==> src/sv/tlsm_pkg.sv <==
`default_nettype none

package tlsm_pkg;

    localparam int NODE_COUNT    = 4096;
    localparam int ALPHABET_SIZE = 26;
    localparam int NODE_W        = $clog2(NODE_COUNT);
    localparam int FREE_W        = NODE_W + 1;
    localparam int LETTER_W      = 5;
    localparam int IDX_W         = 16;
    localparam int LEN_W         = 16;
    localparam int BEST_W        = IDX_W + LEN_W;
    localparam int ROW_W         = ALPHABET_SIZE * NODE_W;

    typedef logic [ALPHABET_SIZE-1:0][NODE_W-1:0] row_t;

    typedef enum logic {
        MODE_INSERT = 1'b0,
        MODE_QUERY  = 1'b1
    } mode_t;

    typedef enum logic [2:0] {
        ST_CLEAR,
        ST_IDLE,
        ST_LINK,
        ST_ZERO,
        ST_BEST,
        ST_DONE
    } state_t;

    typedef struct packed {
        logic ready;
        logic accept;
        logic stop;
        logic overflow;
        logic alloc;
        logic follow;
        logic zero_row;
        logic best_update;
        logic take_answer;
        logic emit;
    } cmd_t;

    typedef struct packed {
        logic item_valid;
        logic is_query;
        logic is_last;
        logic stopped;
        logic letter_bad;
        logic link_zero;
        logic table_full;
        logic shorter;
        logic out_busy;
    } status_t;

endpackage

`default_nettype wire

==> src/sv/tlsm_ctrl.sv <==
`default_nettype none

module tlsm_ctrl (
    input  wire logic              clk,
    input  wire logic              rst_n,
    input  wire tlsm_pkg::status_t status,
    output tlsm_pkg::cmd_t         cmd
);

    tlsm_pkg::state_t state_reg;
    tlsm_pkg::state_t state_next;

    always_ff @(posedge clk or negedge rst_n)
    begin
        if (!rst_n)
        begin
            state_reg <= tlsm_pkg::ST_CLEAR;
        end
        else
        begin
            state_reg <= state_next;
        end
    end

    always_comb
    begin
        state_next = state_reg;
        unique case (state_reg)
            tlsm_pkg::ST_CLEAR:
            begin
                state_next = tlsm_pkg::ST_IDLE;
            end
            tlsm_pkg::ST_IDLE:
            begin
                if (status.item_valid)
                begin
                    state_next = tlsm_pkg::ST_LINK;
                end
            end
            tlsm_pkg::ST_LINK:
            begin
                if (status.stopped || status.letter_bad)
                begin
                    state_next = tlsm_pkg::ST_DONE;
                end
                else if (!status.link_zero)
                begin
                    state_next = tlsm_pkg::ST_BEST;
                end
                else if (!status.is_query && !status.table_full)
                begin
                    state_next = tlsm_pkg::ST_ZERO;
                end
                else
                begin
                    state_next = tlsm_pkg::ST_DONE;
                end
            end
            tlsm_pkg::ST_ZERO:
            begin
                state_next = tlsm_pkg::ST_DONE;
            end
            tlsm_pkg::ST_BEST:
            begin
                state_next = tlsm_pkg::ST_DONE;
            end
            tlsm_pkg::ST_DONE:
            begin
                if (!(status.is_query && status.is_last) || !status.out_busy)
                begin
                    state_next = tlsm_pkg::ST_IDLE;
                end
            end
            default:
            begin
                state_next = tlsm_pkg::ST_IDLE;
            end
        endcase
    end

    always_comb
    begin
        cmd = '0;
        unique case (state_reg)
            tlsm_pkg::ST_CLEAR:
            begin
                cmd.zero_row = 1'b1;
            end
            tlsm_pkg::ST_IDLE:
            begin
                cmd.ready  = 1'b1;
                cmd.accept = status.item_valid;
            end
            tlsm_pkg::ST_LINK:
            begin
                if (status.stopped || status.letter_bad)
                begin
                    cmd.stop = 1'b1;
                end
                else if (!status.link_zero)
                begin
                    cmd.follow = 1'b1;
                end
                else if (status.is_query)
                begin
                    cmd.stop = 1'b1;
                end
                else if (status.table_full)
                begin
                    cmd.stop     = 1'b1;
                    cmd.overflow = 1'b1;
                end
                else
                begin
                    cmd.alloc = 1'b1;
                end
            end
            tlsm_pkg::ST_ZERO:
            begin
                cmd.zero_row = 1'b1;
            end
            tlsm_pkg::ST_BEST:
            begin
                cmd.take_answer = status.is_query;
                cmd.best_update = !status.is_query && status.shorter;
            end
            tlsm_pkg::ST_DONE:
            begin
                cmd.emit = status.is_query && status.is_last && !status.out_busy;
            end
            default:
            begin
                cmd = '0;
            end
        endcase
    end

endmodule

`default_nettype wire

==> config.mk <==
export PLATFORM = sky130hd
export DESIGN_NAME = tlsm_ctrl
export DESIGN_NICKNAME = d
export VERILOG_FILES = /design/src/sv/tlsm_pkg.sv /design/src/sv/tlsm_ctrl.sv
export SDC_FILE = /design/constraint.sdc
export NUM_CORES = 1
export LEC_CHECK = 0
export BUFFER_PORTS_ARGS = -buffer_cell sky130_fd_sc_hd__buf_2
export CAP_MARGIN = 10
export CORE_AREA = 2 2 39 41
export CTS_BUF_LIST = sky130_fd_sc_hd__clkbuf_16
export DETAILED_ROUTE_END_ITERATION = 10
export DIE_AREA = 0 0 41 43
export PLACE_DENSITY = 0.52
export SYNTH_ARGS = -nofsm -noshare
export SYNTH_HDL_FRONTEND = slang
export SYNTH_SLANG_ARGS = --single-unit
==> constraint.sdc <==
create_clock -name clk -period 1.3 [get_ports clk]
set_input_delay 0.13 -clock clk [delete_from_list [all_inputs] [get_ports clk]]
set_output_delay 0.13 -clock clk [all_outputs]
set_load 0.01 [all_outputs]
==> impl_metrics.py <==
metrics = {
    "power": {
        "powerDensity_mw_per_mm2": 2160,
        "combPwrFrac_pct": 52.2,
        "p_int_mw": 0.883,
        "seqPwrFrac_pct": 11.9,
        "pwr-share-clk_pct": 35.8,
        "p_leak_nw": 0.294,
        "switchingPower_mw": 0.461,
        "ir_drop_uv": 986,
        "p_sw_share_pct": 34.3,
    },
    "sta": {
        "finalSetupViolCount": 7,
        "max_freq_mhz": 689,
        "finalHoldViolations": 0,
        "slew_violations": 0,
        "skew_ns": 0.00182,
        "rsz0062_at_grt": "true",
        "maxSlewHeadroom_pct": 78.8,
        "period_minus_slack_ns": 1.45,
        "whs_ns": 0.230,
        "fin_ws_ns": -0.151,
        "worst_slew_pin_slew_ns": 0.316,
        "period_share_pct": 112,
    },
    "cts": {
        "clkTransAtPathRegs_ns": 0.03,
        "cts_tree": "built",
        "cts_buffers": 3,
        "htreeDepth": 1,
        "ctsLongestPathBuffers": 2,
        "clock_sinks": 3,
        "cts-root-buf": "clkbuf_16",
        "clkLatencyLatePin_ns": 0.22,
    },
    "yosys": {
        "synth_warnings": 0,
        "yosys.area.top_type": "dfrtp_1",
        "synthCells": 33,
        "synth_top_area_share_pct": 27.0,
        "synthTopCellsByArea": "dfrtp_1 (27%), nor4_4 (7.7%), nand4_1 (4.5%), nor3b_2 (4.5%), nor4_2 (4.5%)",
        "syn_area_um2": 278,
        "ys_types": 24,
        "syn_area_per_cell_um2": 8.42,
        "synth_nets": 44,
        "ys_ff_latch": 3,
        "seq_area_frac_synth_pct": 27.0,
    },
    "floorplan": {
        "io-pin-count": 21,
        "die_w_um": 41,
        "coreArea_mm2": 0.00138,
        "initial_core_util_pct": 20.1,
        "die_h_um": 43,
        "rows": 14,
        "dieArea_mm2": 0.00176,
    },
    "place": {
        "dp.cells": 72,
        "gp_congestion": 0.653,
        "io_buffers": 20,
        "hpwl_um": 627,
    },
    "run_status": {
        "status": "finished with violations",
        "violations": "negative setup slack",
    },
    "global_routing": {
        "grt_antenna_before_repair": 0,
        "grt_util_met2_pct": 18.1,
        "grt_pass1_vias": 348,
        "grtUsageMet3_pct": 4.71,
        "grt_pass1_wl_um": 1370,
        "grt_max_degree": 8,
        "grt_usage_pct": 11.6,
        "met1_usage_pct": 12.7,
        "grt.busiest_layer": "met2",
        "grt_overflow": 0,
    },
    "layout": {
        "n_antenna_cell": 0,
        "final_layout_size_suffix_gt1_share_pct": 67.2,
        "syn2layout_area_growth_pct": 124,
        "largest_reg_flops": 3,
        "n_fill_cell": 144,
        "final-seq-area_um2": 75.1,
        "nNetsFinal": 79,
        "multi_input_area_um2": 243,
        "mostFrequentLayoutCells": "buf_2 (20), buf_4 (6)",
        "stdcell_count": 83,
        "layout_commonest_cell": "buf_2",
        "fin_util_pct": 44.9,
    },
    "setup_path": {
        "worst_r2r_path_depth": 7,
        "crit_chain": "inv_2 > buf_4 > buf_6 > nand2_4 > nor4b_2 > buf_2",
        "cpPeakStageDelay_ns": 0.37,
        "critPathArrivalTime_ns": 1.32,
        "crit_path_top_delay_cell": "dfrtp_1",
        "path_max_fanout": 4,
        "rrSetupSlack_ns": 0.02,
        "cp-start-kind": "flip-flop",
        "critical_path_class": "flip-flop to primary output",
        "end_kind": "primary output",
        "r2r_end": "state_reg[2]$_DFFE_PN0P_",
        "r2r-start": "state_reg[1]$_DFFE_PN0P_",
        "worstPathRequired_ns": 1.17,
    },
    "routing": {
        "drc": 0,
        "initialDrtViolationCount": 6,
        "vias": 395,
        "viasPerCell": 4.76,
        "ant_nets": 0,
        "wl_per_cell_um": 11.2,
        "routed_wl_um": 929,
        "dr.pass1.iters": 2,
    },
    "hold_path": {
        "worstHoldPathType": "primary input to asynchronous set/reset pin",
    },
    "flow_run": {
        "maxCapViolations": 0,
    },
}
## cells in the mapped netlist
library cell and instances:
nor3b_1 1, xor2_1 1, nor3b_2 1, nor3_1 1, nand3b_1 1, dfrtp_1 3
o21ai_0 1, nor2_1 3, inv_2 1, nand4_1 2, or3_4 1, a31oi_1 1
o22ai_1 1, nand3_1 1, a31o_2 1, inv_1 2, nor4_2 1, nor4_1 1
a21o_1 1, nor4b_1 1, and2_1 1, nand2_1 3, a21oi_1 2, nor4_4 1
## kinds of logic (layout without fill, tap and decap cells)
kind of cell	Yosys count	after routing	share of synthesized area, %
xor+xnor	1	1	3.15
simple gates	19	19	50.0
buf+inv	3	37	4.05
compound gates	7	7	15.8
flops	3	3	27.0
## layout make-up
cell class,count,area share [%]
Clock buffer,3,12.1
Clock inverter,1,0.604
Inverter,3,2.62
Multi-Input combinational cell,27,39.0
Sequential cell,3,12.1
Tap cell,16,3.22
Timing Repair Buffer,30,30.4
## metrics by stage
step / area [um^2] / setup TNS, ns / total power [mW] / worst slack, ns
after CTS: 568 / -0.615 / 1.23 / -0.169
after global placement: 420 / 0 / 0.583 / 0.0445
final: 622 / -0.710 / 1.34 / -0.151
after detailed placement: 420 / 0 / 0.588 / 0.0333
after floorplan: 278 / 0 / 0.396 / 0.0704
after global routing: 622 / -1.12 / 1.42 / -0.213
## worst max-delay path, delay by kind of cell, from the launching register on
kind / cells / cell delay (ns)
buffers and inverters: 4 / 0.42
DFF: 1 / 0.37
and+or+nand+nor: 2 / 0.30
## worst max-delay path by stage
stage	startpoint	to	slack, ns	cells after the start
finish	state_reg[1]$_DFFE_PN0P_	cmd[2]	-0.15	6
global route	state_reg[1]$_DFFE_PN0P_	cmd[4]	-0.21	4
CTS	state_reg[1]$_DFFE_PN0P_	cmd[4]	-0.17	4
detailed placement	state_reg[2]$_DFFE_PN0P_	cmd[6]	0.03	3
global placement	state_reg[2]$_DFFE_PN0P_	cmd[6]	0.04	3
floorplan	state_reg[2]$_DFFE_PN0P_	cmd[6]	0.07	2
## power groups by stage
stage	Clock, mW	Sequential, mW	Combinational, mW
after floorplan	0	0.187	0.209
after global placement	0	0.154	0.429
after detailed placement	0	0.155	0.433
after CTS	0.491	0.161	0.580
after global routing	0.503	0.166	0.755
final	0.482	0.160	0.702
## timing repair
action / in CTS / in global routing
resized for setup: 11 / 5
hold buffers: 1 / 0
pin swaps: 5 / 3
buffers inserted: 2 / 5
setup endpoints to repair: 8 / 9
hold endpoints to repair: 3 / 0
## per-layer routing
layer | vias up | part of all wire, %
li1 | 194 | -
met3 | 0 | 6.1
met4 | 0 | 0
met2 | 13 | 54
met1 | 188 | 39
met5 | - | 0
(Power assumes the default switching activity.)
